[src/dlr_pkg.sv]
// Shared types and constants for the dashed line rasterizer.
package dlr_pkg;

  localparam int COORD_W     = 7;
  localparam int COLOR_W     = 8;
  localparam int DASH_W      = 4;
  localparam int COORD_BITS  = 7;
  localparam int MAX_RESULTS = 64;
  localparam logic [DASH_W-1:0] DASH_RESET = 4'd2;

  // Status of the stepper towards the sequencer
  typedef struct packed {
    logic [COORD_W-1:0] x;
    logic [COORD_W-1:0] y;
    logic               on;
    logic               fin;
    logic               empty;
  } step_stat_t;

endpackage

[src/dlr_step.sv]
// Bresenham stepper: line setup, error term, dash run counter.
module dlr_step #(
  parameter int CB = dlr_pkg::COORD_BITS
) (
  input  logic                         clk,
  input  logic                         rst_n,
  input  logic                         load,
  input  logic                         adv,
  input  logic [CB-1:0]                sx,
  input  logic [CB-1:0]                sy,
  input  logic [CB-1:0]                ex,
  input  logic [CB-1:0]                ey,
  input  logic [dlr_pkg::DASH_W-1:0]   dash,
  output dlr_pkg::step_stat_t          stat
);

  localparam int ERR_W = CB + 2;

  logic [CB-1:0] ax, ay, bx, by, dx, dy, maj, mnr;
  logic [CB:0]   maj_p1;
  logic          ymaj, yneg;

  logic [CB-1:0]             px_r, py_r, maj_r, mnr_r, steps_r;
  logic signed [ERR_W-1:0]   err_r, err_sum, err_nxt;
  logic                      ymaj_r, yneg_r, on_r, on_nxt;
  logic [dlr_pkg::DASH_W-1:0] run_r, run_dec, run_nxt;
  logic [CB-1:0]             py_step, px_nxt, py_nxt;

  // setup: order ends so x rises, pick the major axis
  always_comb begin
    if (sx > ex) begin
      ax = ex; ay = ey; bx = sx; by = sy;
    end else begin
      ax = sx; ay = sy; bx = ex; by = ey;
    end
    dx     = bx - ax;
    yneg   = by < ay;
    dy     = yneg ? (ay - by) : (by - ay);
    ymaj   = dy > dx;
    maj    = ymaj ? dy : dx;
    mnr    = ymaj ? dx : dy;
    maj_p1 = (CB+1)'(maj) + (CB+1)'(1);
  end

  // one step of the walk
  always_comb begin
    py_step = yneg_r ? (py_r - CB'(1)) : (py_r + CB'(1));
    err_sum = err_r + $signed(ERR_W'(mnr_r));
    px_nxt  = px_r;
    py_nxt  = py_r;
    err_nxt = err_sum;
    if (ymaj_r) py_nxt = py_step;
    else        px_nxt = px_r + CB'(1);
    if (err_sum > $signed(ERR_W'(0))) begin
      err_nxt = err_sum - $signed(ERR_W'(maj_r));
      if (ymaj_r) px_nxt = px_r + CB'(1);
      else        py_nxt = py_step;
    end
    run_dec = run_r - dlr_pkg::DASH_W'(1);
    run_nxt = run_dec;
    on_nxt  = on_r;
    if (run_dec == '0) begin
      on_nxt  = ~on_r;
      run_nxt = dash;
    end
  end

  always_ff @(posedge clk) begin
    if (!rst_n) begin
      steps_r <= '0;
    end else if (load) begin
      px_r    <= ax;
      py_r    <= ay;
      maj_r   <= maj;
      mnr_r   <= mnr;
      ymaj_r  <= ymaj;
      yneg_r  <= yneg;
      steps_r <= maj;
      err_r   <= ERR_W'(0) - $signed(ERR_W'(maj_p1[CB:1]));
      run_r   <= dash;
      on_r    <= 1'b1;
    end else if (adv) begin
      px_r    <= px_nxt;
      py_r    <= py_nxt;
      err_r   <= err_nxt;
      steps_r <= steps_r - CB'(1);
      run_r   <= run_nxt;
      on_r    <= on_nxt;
    end
  end

  assign stat.x     = dlr_pkg::COORD_W'(px_r);
  assign stat.y     = dlr_pkg::COORD_W'(py_r);
  assign stat.on    = on_r;
  assign stat.fin   = steps_r == CB'(1);
  assign stat.empty = steps_r == '0;

endmodule

[src/dashed_line_rasterizer_core.sv]
// Top level of the dashed line rasterizer: sequencer, pending pixel and output register.
//
// One line command is taken when the block is idle; it then walks the major
// axis one pixel per cycle through a single stepper while the output side
// does not stall, and the input stays stalled until the command is done.
// Each drawn pixel is held back one place so that the final one can carry
// last; at most 64 pixels are given per command. A zero-length line gives
// no item.
module dashed_line_rasterizer_core #(
  parameter int COORD_BITS = dlr_pkg::COORD_BITS
) (
  input  logic                          clk,
  input  logic                          rst_n,
  input  logic                          cfg_we,
  input  logic [dlr_pkg::DASH_W-1:0]    cfg_wdata,
  input  logic                          in_valid,
  output logic                          in_stall,
  input  logic [dlr_pkg::COORD_W-1:0]   in_start_x,
  input  logic [dlr_pkg::COORD_W-1:0]   in_start_y,
  input  logic [dlr_pkg::COORD_W-1:0]   in_end_x,
  input  logic [dlr_pkg::COORD_W-1:0]   in_end_y,
  input  logic [dlr_pkg::COLOR_W-1:0]   in_color,
  output logic                          out_valid,
  input  logic                          out_stall,
  output logic [dlr_pkg::COORD_W-1:0]   out_pixel_x,
  output logic [dlr_pkg::COORD_W-1:0]   out_pixel_y,
  output logic [dlr_pkg::COLOR_W-1:0]   out_pixel_color,
  output logic                          out_last
);

  localparam int CNT_W = $clog2(dlr_pkg::MAX_RESULTS + 1);

  typedef enum logic [1:0] {S_IDLE, S_RUN, S_FLUSH} state_t;

  state_t                        state_r;
  logic [dlr_pkg::DASH_W-1:0]    dash_r;
  logic [dlr_pkg::COLOR_W-1:0]   color_r;
  logic [CNT_W-1:0]              count_r;
  logic                          pend_vld_r;
  logic [dlr_pkg::COORD_W-1:0]   pend_x_r, pend_y_r;
  logic                          out_valid_r, out_last_r;
  logic [dlr_pkg::COORD_W-1:0]   out_x_r, out_y_r;
  logic [dlr_pkg::COLOR_W-1:0]   out_color_r;

  dlr_pkg::step_stat_t st;
  logic in_acc, out_free, adv, emit, cap_hit, out_load;

  assign in_stall = state_r != S_IDLE;
  assign in_acc   = in_valid && !in_stall;
  assign out_free = !out_valid_r || !out_stall;
  assign adv      = state_r == S_RUN && !st.empty && out_free;
  assign emit     = adv && st.on;
  assign cap_hit  = count_r == CNT_W'(dlr_pkg::MAX_RESULTS - 1);
  assign out_load = (emit && pend_vld_r) || (state_r == S_FLUSH && pend_vld_r && out_free);

  dlr_step #(
    .CB (COORD_BITS)
  ) u_step (
    .clk   (clk),
    .rst_n (rst_n),
    .load  (in_acc),
    .adv   (adv),
    .sx    (in_start_x[COORD_BITS-1:0]),
    .sy    (in_start_y[COORD_BITS-1:0]),
    .ex    (in_end_x[COORD_BITS-1:0]),
    .ey    (in_end_y[COORD_BITS-1:0]),
    .dash  (dash_r),
    .stat  (st)
  );

  always_ff @(posedge clk) begin
    if (!rst_n) begin
      dash_r <= dlr_pkg::DASH_RESET;
    end else if (cfg_we) begin
      dash_r <= cfg_wdata;
    end
  end

  always_ff @(posedge clk) begin
    if (!rst_n) begin
      state_r     <= S_IDLE;
      pend_vld_r  <= 1'b0;
      out_valid_r <= 1'b0;
      count_r     <= '0;
    end else begin
      if (out_load) out_valid_r <= 1'b1;
      else if (!out_stall) out_valid_r <= 1'b0;
      case (state_r)
        S_IDLE: begin
          if (in_acc) begin
            color_r    <= in_color;
            count_r    <= '0;
            pend_vld_r <= 1'b0;
            state_r    <= S_RUN;
          end
        end
        S_RUN: begin
          if (st.empty) begin
            state_r <= S_FLUSH;
          end else if (adv) begin
            if (emit) begin
              // release the held pixel, hold the new one
              if (pend_vld_r) begin
                out_x_r     <= pend_x_r;
                out_y_r     <= pend_y_r;
                out_color_r <= color_r;
                out_last_r  <= 1'b0;
              end
              pend_vld_r <= 1'b1;
              pend_x_r   <= st.x;
              pend_y_r   <= st.y;
              count_r    <= count_r + CNT_W'(1);
            end
            if (st.fin || (emit && cap_hit)) state_r <= S_FLUSH;
          end
        end
        S_FLUSH: begin
          if (!pend_vld_r) begin
            state_r <= S_IDLE;
          end else if (out_free) begin
            out_x_r     <= pend_x_r;
            out_y_r     <= pend_y_r;
            out_color_r <= color_r;
            out_last_r  <= 1'b1;
            pend_vld_r  <= 1'b0;
            state_r     <= S_IDLE;
          end
        end
        default: state_r <= S_IDLE;
      endcase
    end
  end

  assign out_valid       = out_valid_r;
  assign out_pixel_x     = out_x_r;
  assign out_pixel_y     = out_y_r;
  assign out_pixel_color = out_color_r;
  assign out_last        = out_last_r;

endmodule
[config.mk]
export PLATFORM = sky130hd
export DESIGN_NAME = dashed_line_rasterizer_core
export DESIGN_NICKNAME = d
export VERILOG_FILES = /design/src/dlr_pkg.sv /design/src/dlr_step.sv /design/src/dashed_line_rasterizer_core.sv
export SDC_FILE = /design/constraint.sdc
export NUM_CORES = 1
export LEC_CHECK = 0
export ABC_CLOCK_PERIOD_IN_PS = 10700
export BUFFER_PORTS_ARGS = -buffer_cell sky130_fd_sc_hd__buf_2
export CAP_MARGIN = 10
export CORE_ASPECT_RATIO = 1.1
export CORE_MARGIN = 3
export CORE_UTILIZATION = 61
export DETAILED_ROUTE_END_ITERATION = 10
export GPL_TIMING_DRIVEN = 0
export PLACE_DENSITY_LB_ADDON = 0.1
export SYNTH_ARGS = -nofsm -noshare
export SYNTH_HDL_FRONTEND = slang
export SYNTH_SLANG_ARGS = --single-unit
export TNS_END_PERCENT = 5
[constraint.sdc]
create_clock -name clk -period 10.7 [get_ports clk]
set_input_delay 2.675 -clock clk [delete_from_list [all_inputs] [get_ports clk]]
set_output_delay 2.675 -clock clk [all_outputs]
set_load 0.02 [all_outputs]
==> results.json, run 1 <==
{
  "die_area_mm2": 0.0137,
  "yosys.area.top_type_share_pct": 35.4,
  "antenna_found_initial": 0,
  "skew_ps": 11.2,
  "r2r_start": "u_step.err_r[0]$_DFFE_PP_",
  "synth_cell_types": 77,
  "n_fill_cell": 909,
  "htree_num_levels": 3,
  "firstDrtPassIters": 5,
  "area.growth.synth_to_final_pct": 12.2,
  "critPathMaxFanout": 10,
  "num-nets-final": 947,
  "numCtsBuffers": 9,
  "start_kind": "primary input",
  "timing_hold_violations_final": 0,
  "p_per_area_mw_per_mm2": 283,
  "path_delay_family": "compound AO/OA/AOI/OAI gates",
  "tightest_slew_ps": 830,
  "die_width_um": 112,
  "final_layout_size_suffix_gt1_share_pct": 14.7,
  "worstHoldPathType": "reg -> reg",
  "largest_reg_flops": 9,
  "dp_slack_ps": -267,
  "n_antenna_cell": 0,
  "clk_latency_ps": 360,
  "synth_edf_count": 89,
  "place_area_mm2": 0.00807,
  "regArea_mm2": 0.00311,
  "critPathCaptureType": "register",
  "finalSetupTns_ps": 0,
  "total_power_mw": 2.40,
  "hpwl_um": 14500,
  "drtAntennaViolNets": 0,
  "cp.arrival_ps": 10270,
  "final_area_mm2": 0.00847,
  "cpPeakStageDelay_ps": 440,
  "vias": 6228,
  "ios": 70,
  "viasPerCell": 6.22,
  "cts_hold_buf": 0,
  "port_buffers": 65,
  "holdCritStartpoint": "pend_y_r[2]$_DFFE_PP_",
  "run_status": "completed",
  "grt_pass1_wl_um": 30100,
  "slew_headroom_pct": 44.7,
  "grt_pass1_vias": 6120,
  "synth-main-ff-cell": "edfxtp_1",
  "largest-register": "u_step.err_r",
  "synth_fp_nets": 866,
  "cts_tree": "built",
  "setup_viol": 0,
  "multiInputGateArea_mm2": 0.00414,
  "instances_no_fill": 1001,
  "clk_path_buf_depth": 2,
  "drtIter0Drc": 395,
  "mostFrequentLayoutCells": "edfxtp_1 (89), nand2_1 (71), buf_2 (70), inv_1 (55), ha_1 (53)",
  "cts.sinks": 111,
  "routed_wl_um": 18900,
  "min_period_ps": 10150,
  "grt_max_degree": 29,
  "rows": 41,
  "cp_slowest_cell": "ha_1",
  "core_area_mm2": 0.0118,
  "irDropWorstVdd_mv": 0.145,
  "grt-ovfl-total": 0,
  "start_util_pct": 63.9,
  "syn_inst": 765,
  "clock.fmax_mhz": 98.5,
  "synth_area_leader_cell": "edfxtp_1",
  "ys_ff_latch": 111,
  "crit_top_cell": "ha_1",
  "cp_num_buf_inv": 8,
  "yosys_warnings": 0,
  "gp_congestion": 0.935,
  "crit_start": "in_end_x[4]",
  "crit_required_ps": 10820,
  "remaining_drc_errors": 0,
  "fin_hold_ws_ps": 415,
  "async_reset_ff_share_pct": 0,
  "p_leak_nw": 3.48,
  "wl_per_cell_um": 18.8,
  "avgSynthCellArea_um2": 9.86,
  "grt_usage_pct": 27.9,
  "yosysSeqAreaShare_pct": 41.3,
  "maxCapViolCount": 0,
  "path_clk_slew_ps": 80,
  "dp_cells": 981,
  "critPathKind": "in -> reg",
  "slew_violations": 0,
  "ys_top_cells_by_area": "edfxtp_1 (35%), ha_1 (8.8%), dfxtp_1 (5.8%), xnor2_1 (4.3%), a21oi_1 (3.6%)",
  "synth_area_mm2": 0.00754,
  "die_h_um": 123,
  "period_share_pct": 94.9,
  "final_common_cell": "edfxtp_1",
  "fin_util_pct": 71.8,
  "finalWorstSetupSlack_ps": 547,
  "cts-root-buf": "clkbuf_16"
}
-- synth_stat cells (all sizes together), types with 4 or more instances --
master	count
or4	7
a21oi	56
dfxtp	22
xor2	15
nand2	71
o211ai	11
nand3	10
nand2b	12
nor2b	22
edfxtp	89
buf	10
o2111ai	4
inv	56
a21o	18
o211a	6
and2	8
clkbuf	16
mux2i	25
nor2	52
o21a	6
or3	6
or2	4
nand4	9
o21bai	6
nor3	12
a31oi	7
a211oi	22
and3	9
a21boi	8
ha	53
xnor2	37
o21ai	30
-- final timing paths --
kind	depth (start not counted)	to	slack, ps
worst max-delay path	35	u_step.err_r[6]$_DFFE_PP_	550
worst min-delay path	0	out_pixel_y[2]$_DFFE_PP_	420
worst max register to register	12	u_step.err_r[6]$_DFFE_PP_	6480
worst min register to register	0	out_pixel_y[2]$_DFFE_PP_	420
-- where the power goes --
part | switching [mW] | internal [mW] | total, mW | leakage (nW)
sequential | 0.0620 | 0.627 | 0.689 | 0.997
clock | 0.166 | 0.187 | 0.353 | 0.150
combinational | 0.794 | 0.562 | 1.36 | 2.33
-- routing by layer --
layer,global-route usage (%),part of all wire (%)
met3,5.62,5.7
met1,32.3,40
met2,48.9,49
met4,15.0,4.8
met5,0,0
-- timing repair --
| item | in CTS | in global routing |
|---|---|---|
| setup buffers | 0 | 3 |
| resized for setup | 0 | 12 |
| setup endpoints to repair | 0 | 3 |
-- final cells by class --
cell class,count,area share (%)
Clock inverter,7,1.02
Buffer,26,1.36
Timing Repair Buffer,70,4.61
Inverter,56,2.48
Sequential cell,111,36.8
Tap cell,150,2.22
Multi-Input combinational cell,572,48.9
Clock buffer,9,2.66
-- worst register-to-register path: cells and delay by family, from the launching register on --
kind	cells	cell delay [ps]
buffers and inverters	1	450
multiplexers	1	280
AO/OA/AOI/OAI	4	1170
XOR/XNOR	1	140
AND/OR/NAND/NOR	3	930
flip-flops	1	370
adder cells (fa/ha/maj)	2	640
-- cells by family after synthesis --
group | Yosys count | share of synthesized area, %
simple gates | 226 | 15.0
fa+ha+maj | 59 | 9.99
buf+inv | 82 | 4.23
compound gates | 208 | 19.8
xor+xnor | 52 | 6.04
flops | 111 | 41.3
mux | 27 | 3.72
Note: power is estimated with default switching activity, not from simulation.
==> run 2: changes to the inputs <==
- MAX_ROUTING_LAYER: not set -> met4
==> run 2 against run 1 <==
Worst hold slack improved by 3.4 ps. Clock skew decreased by 2.3 ps. Worst setup slack got worse by 32 ps. Final cell count unchanged. Via count decreased by 1.6%. Fmax decreased by 0.31%. Non-clock buffer count unchanged. Design area about the same. Sequential cell count unchanged. Global-route usage increased by 0.29 points. Critical path type unchanged. Largest cell class unchanged. Largest power group unchanged.
==> results.json, run 2 (synthesis results as in run 1) <==
{
  "clock.fmax_mhz": 98.2,
  "die_area_mm2": 0.0137,
  "antenna_found_initial": 0,
  "r2r_slack_ps": 6370,
  "skew_ps": 8.95,
  "cp.arrival_ps": 10290,
  "ios": 70,
  "p_per_area_mw_per_mm2": 285,
  "grt-ovfl-total": 0,
  "fin_hold_ws_ps": 419,
  "area.growth.synth_to_final_pct": 12.2,
  "port_buffers": 65,
  "critPathKind": "in -> reg",
  "run_status": "completed",
  "cts_hold_buf": 0,
  "remaining_drc_errors": 0,
  "drtAntennaViolNets": 0,
  "vias": 6126,
  "clk_latency_ps": 350,
  "period_share_pct": 95.2,
  "rows": 41,
  "worstHoldPathType": "reg -> reg",
  "largest_reg_flops": 9,
  "viasPerCell": 6.12,
  "n_antenna_cell": 0,
  "timing_hold_violations_final": 0,
  "irDropWorstVdd_mv": 0.145,
  "maxCapViolCount": 0,
  "tightest_slew_ps": 820,
  "htree_num_levels": 3,
  "slew_headroom_pct": 45.3,
  "die_width_um": 112,
  "place_area_mm2": 0.00807,
  "cp_slowest_cell": "or4_1",
  "die_h_um": 123,
  "crit_top_cell": "ha_1",
  "start_util_pct": 63.9,
  "cpPeakStageDelay_ps": 420,
  "cts-root-buf": "clkbuf_16",
  "cts_tree": "built",
  "rsz0062_at_grt": "false",
  "grt_usage_pct": 28.2,
  "path_clk_slew_ps": 70,
  "dp_cells": 981,
  "clk_path_buf_depth": 2,
  "gp_congestion": 0.960,
  "slew_violations": 0,
  "num-nets-final": 947,
  "instances_no_fill": 1001,
  "mostFrequentLayoutCells": "edfxtp_1 (89), nand2_1 (71), buf_2 (70), inv_1 (54)",
  "hpwl_um": 14200,
  "crit_required_ps": 10810,
  "p_leak_nw": 3.47,
  "final_common_cell": "edfxtp_1",
  "grt_pass1_vias": 6094,
  "min_period_ps": 10180,
  "start_kind": "primary input",
  "wl_per_cell_um": 18.6,
  "drtIter0Drc": 497,
  "grt_pass1_wl_um": 29900,
  "cts.sinks": 111,
  "setup_viol": 0,
  "critPathCaptureType": "register",
  "firstDrtPassIters": 4,
  "final_layout_size_suffix_gt1_share_pct": 14.8,
  "routed_wl_um": 18600,
  "core_area_mm2": 0.0118,
  "grt_max_degree": 29,
  "final_area_mm2": 0.00847,
  "total_power_mw": 2.41,
  "critPathMaxFanout": 10,
  "largest-register": "u_step.err_r",
  "numCtsBuffers": 9
}
[run 2: per-layer routing]
layer | GRT usage, % | share of wire, % | vias to the layer above | wire [um]
met4 | 10.8 | 2.4 | 0 | 437
li1 | - | - | 2965 | -
met2 | 48.4 | 51 | 222 | 9390
met5 | - | 0 | - | 0
met3 | 4.24 | 5.2 | 38 | 965
met1 | 33.8 | 42 | 2901 | 7790
[run 2: per-stage QoR]
step	setup slack [ps]	utilization [%]	setup TNS (ps)
2_1_floorplan	1240	-	0
3_3_place_gp	-217	68.3	-217
4_1_cts	150	71.1	0
5_1_grt	17.7	71.7	0
6_report	515	71.7	0
3_5_place_dp	-368	68.4	-387
[run 2: path summary, 6_finish.rpt]
| kind | from | to | depth (start not counted) |
|---|---|---|---|
| worst max-delay path | in_end_x[2] | u_step.err_r[6]$_DFFE_PP_ | 36 |
| worst min-delay path | pend_y_r[1]$_DFFE_PP_ | out_pixel_y[1]$_DFFE_PP_ | 0 |
| worst max register to register | u_step.err_r[0]$_DFFE_PP_ | u_step.err_r[5]$_DFFE_PP_ | 13 |
| worst min register to register | pend_y_r[1]$_DFFE_PP_ | out_pixel_y[1]$_DFFE_PP_ | 0 |
[run 2: critical path, delay by kind of cell]
family,cells,cell delay (ps)
buffers and inverters,8,1270
AND/OR/NAND/NOR,10,1950
adder cells (fa/ha/maj),4,1010
AO/OA/AOI/OAI,14,3370
[run 2: area by class of cell]
class	count	area, um2
Timing Repair Buffer	71	398
Tap cell	150	188
Inverter	56	214
Clock buffer	9	225
Clock inverter	7	81.3
Multi-Input combinational cell	572	4140
Fill cell	876	3330
Sequential cell	111	3110
Buffer	25	111
[run 2: what timing repair did]
action / 4_1_cts / 5_1_grt
hold endpoints to repair: 0 / 0
setup buffers: 0 / 4
pin swaps: 0 / 2
setup endpoints to repair: 1 / 2
resized for setup: 1 / 11
[run 2: where the power goes]
part	internal, mW	leakage [nW]	switching [mW]	total [mW]
registers	0.627	0.997	0.0627	0.689
logic	0.573	2.33	0.806	1.38
clock network	0.184	0.140	0.156	0.341
==> run 3: changes to the inputs <==
- CORE_UTILIZATION: 61 -> 50
==> run 3 against run 2 <==
First-iteration DRC count fell by 22%. Clock power rose by 2%. Final cell count is 4.2% higher. Power down 0.77%. Critical path depth is 1 lower. Sequential power is essentially flat. Die area grew 21%. Worst hold slack is essentially flat. Register-to-register slack lost 200 ps. Count of clock-buffer cells in the layout stayed put.
==> results.json, run 3 (synthesis results as in run 1) <==
{
  "run_status": "completed",
  "final_area_mm2": 0.00849,
  "seqPwrFrac_pct": 28.8,
  "n_fill_cell": 1295,
  "cts_hold_buf": 0,
  "min_period_ps": 10120,
  "start_util_pct": 51.6,
  "final_common_cell": "edfxtp_1",
  "die_area_mm2": 0.0166,
  "r2r_start": "u_step.mnr_r[0]$_DFFE_PP_",
  "core_area_mm2": 0.0146,
  "crit_start": "in_end_x[4]",
  "pwr-share-comb_pct": 56.6,
  "worstHoldPathType": "reg -> reg",
  "rows": 46,
  "irDropWorstVdd_mv": 0.204,
  "clk_latency_ps": 370,
  "wl_per_cell_um": 18.0,
  "cp_slowest_cell": "ha_1",
  "n_antenna_cell": 0,
  "final_layout_size_suffix_gt1_share_pct": 14.6,
  "dp_slack_ps": -391,
  "r2r_slack_ps": 6170,
  "r2r_end": "u_step.err_r[3]$_DFFE_PP_",
  "cpPeakStageDelay_ps": 430,
  "die_h_um": 135,
  "port_buffers": 65,
  "critPathCaptureType": "register",
  "timing_hold_violations_final": 0,
  "endpoint": "u_step.err_r[6]$_DFFE_PP_",
  "gp_congestion": 0.926,
  "hpwl_um": 14400,
  "ios": 70,
  "crit_top_cell": "ha_1",
  "pwr-share-clk_pct": 14.6,
  "grt_usage_pct": 23.8,
  "grt_pass1_vias": 5852,
  "cts_tree": "built",
  "crit_required_ps": 10820,
  "cp.arrival_ps": 10240,
  "slew_headroom_pct": 37.3,
  "vias": 6080,
  "critPathKind": "in -> reg",
  "routed_wl_um": 18800,
  "grt-ovfl-total": 0,
  "die_width_um": 123,
  "period_share_pct": 94.6,
  "setup_viol": 0,
  "htree_num_levels": 3,
  "grt_pass1_wl_um": 30100,
  "largest-register": "u_step.err_r",
  "rsz0062_at_grt": "false",
  "regArea_mm2": 0.00311,
  "slew_violations": 0,
  "r2r_cells": 12,
  "p_per_area_mw_per_mm2": 281,
  "skew_ps": 14.7,
  "drtAntennaViolNets": 0,
  "finalWorstSetupSlack_ps": 576,
  "start_kind": "primary input",
  "grt_max_degree": 29,
  "maxCapViolCount": 0,
  "place_area_mm2": 0.00813,
  "multiInputGateArea_mm2": 0.00413,
  "p_sw_mw": 1.03,
  "tightest_slew_ps": 941,
  "total_power_mw": 2.39,
  "num-nets-final": 947,
  "largest_reg_flops": 9,
  "firstDrtPassIters": 5,
  "instances_no_fill": 1043,
  "internal_power_mw": 1.36,
  "cts.sinks": 111,
  "clock.fmax_mhz": 98.8,
  "p_leak_nw": 3.47,
  "viasPerCell": 5.83,
  "cts-root-buf": "clkbuf_16",
  "switching_share_pct": 43.1,
  "clk_path_buf_depth": 2,
  "critPathMaxFanout": 10,
  "antenna_found_initial": 0,
  "mostFrequentLayoutCells": "edfxtp_1 (89), nand2_1 (71), buf_2 (70), inv_1 (54)",
  "dp_cells": 1023,
  "drtIter0Drc": 390,
  "path_clk_slew_ps": 80,
  "area.growth.synth_to_final_pct": 12.6,
  "remaining_drc_errors": 0,
  "numCtsBuffers": 9
}
==> run 3: area by class of cell <==
class	instances	area share, %
Buffer	25	1.30
Clock buffer	9	2.65
Inverter	56	2.52
Timing Repair Buffer	71	4.54
Sequential cell	111	36.7
Multi-Input combinational cell	572	48.6
Tap cell	192	2.83
Clock inverter	7	0.899
==> run 3: metrics by stage <==
step / hold slack (ps) / util [%] / TNS [ps]
CTS: 420 / 57.7 / 0
global placement: 401 / 55.5 / -392
detailed placement: 405 / 55.6 / -457
floorplan: 400 / - / 0
global route: 431 / 58.1 / 0
finish: 419 / 58.1 / 0
==> run 3: power by group through the flow <==
| stage | Clock, mW | Sequential, mW | Combinational [mW] |
|---|---|---|---|
| after floorplan | 0 | 0.678 | 1.02 |
| after global routing | 0.369 | 0.700 | 1.51 |
| final | 0.348 | 0.689 | 1.35 |
| after CTS | 0.353 | 0.690 | 1.34 |
| after detailed placement | 0 | 0.699 | 1.32 |
| after global placement | 0 | 0.692 | 1.28 |
==> run 3: worst min path at each step <==
stage                                     start  slack [ps]                           end  cells past startpoint
after floorplan            color_r[0]$_DFFE_PP_         400  out_pixel_color[0]$_DFFE_PP_                      0
after global placement    pend_y_r[0]$_DFFE_PP_         400      out_pixel_y[0]$_DFFE_PP_                      0
after detailed placement  pend_y_r[4]$_DFFE_PP_         400      out_pixel_y[4]$_DFFE_PP_                      0
after CTS                 pend_y_r[4]$_DFFE_PP_         420      out_pixel_y[4]$_DFFE_PP_                      0
after global routing      pend_y_r[2]$_DFFE_PP_         430      out_pixel_y[2]$_DFFE_PP_                      0
final                     pend_y_r[4]$_DFFE_PP_         420      out_pixel_y[4]$_DFFE_PP_                      0
==> run 3: per-layer routing <==
| layer | global-route usage, % | vias to the layer above | share of wire, % | wire length [um] |
|---|---|---|---|---|
| met5 | - | - | 0 | 0 |
| met4 | 5.60 | 0 | 1.5 | 291 |
| met3 | 2.85 | 27 | 4.7 | 875 |
| met2 | 39.0 | 165 | 48 | 9060 |
| met1 | 31.9 | 2929 | 46 | 8580 |
| li1 | - | 2959 | - | - |
==> run 3: worst max-delay path: cells and delay by family <==
family | cells | cell delay, ps
buffers and inverters | 6 | 980
adder cells (fa/ha/maj) | 4 | 1180
AO/OA/AOI/OAI | 16 | 3950
AND/OR/NAND/NOR | 9 | 1440
==> run 3: timing repair <==
item,4_1_cts,5_1_grt
buffers inserted,0,4
hold endpoints to repair,0,0
pin swaps,0,1
endpoints found under the setup margin,1,3
gates resized for setup,1,9
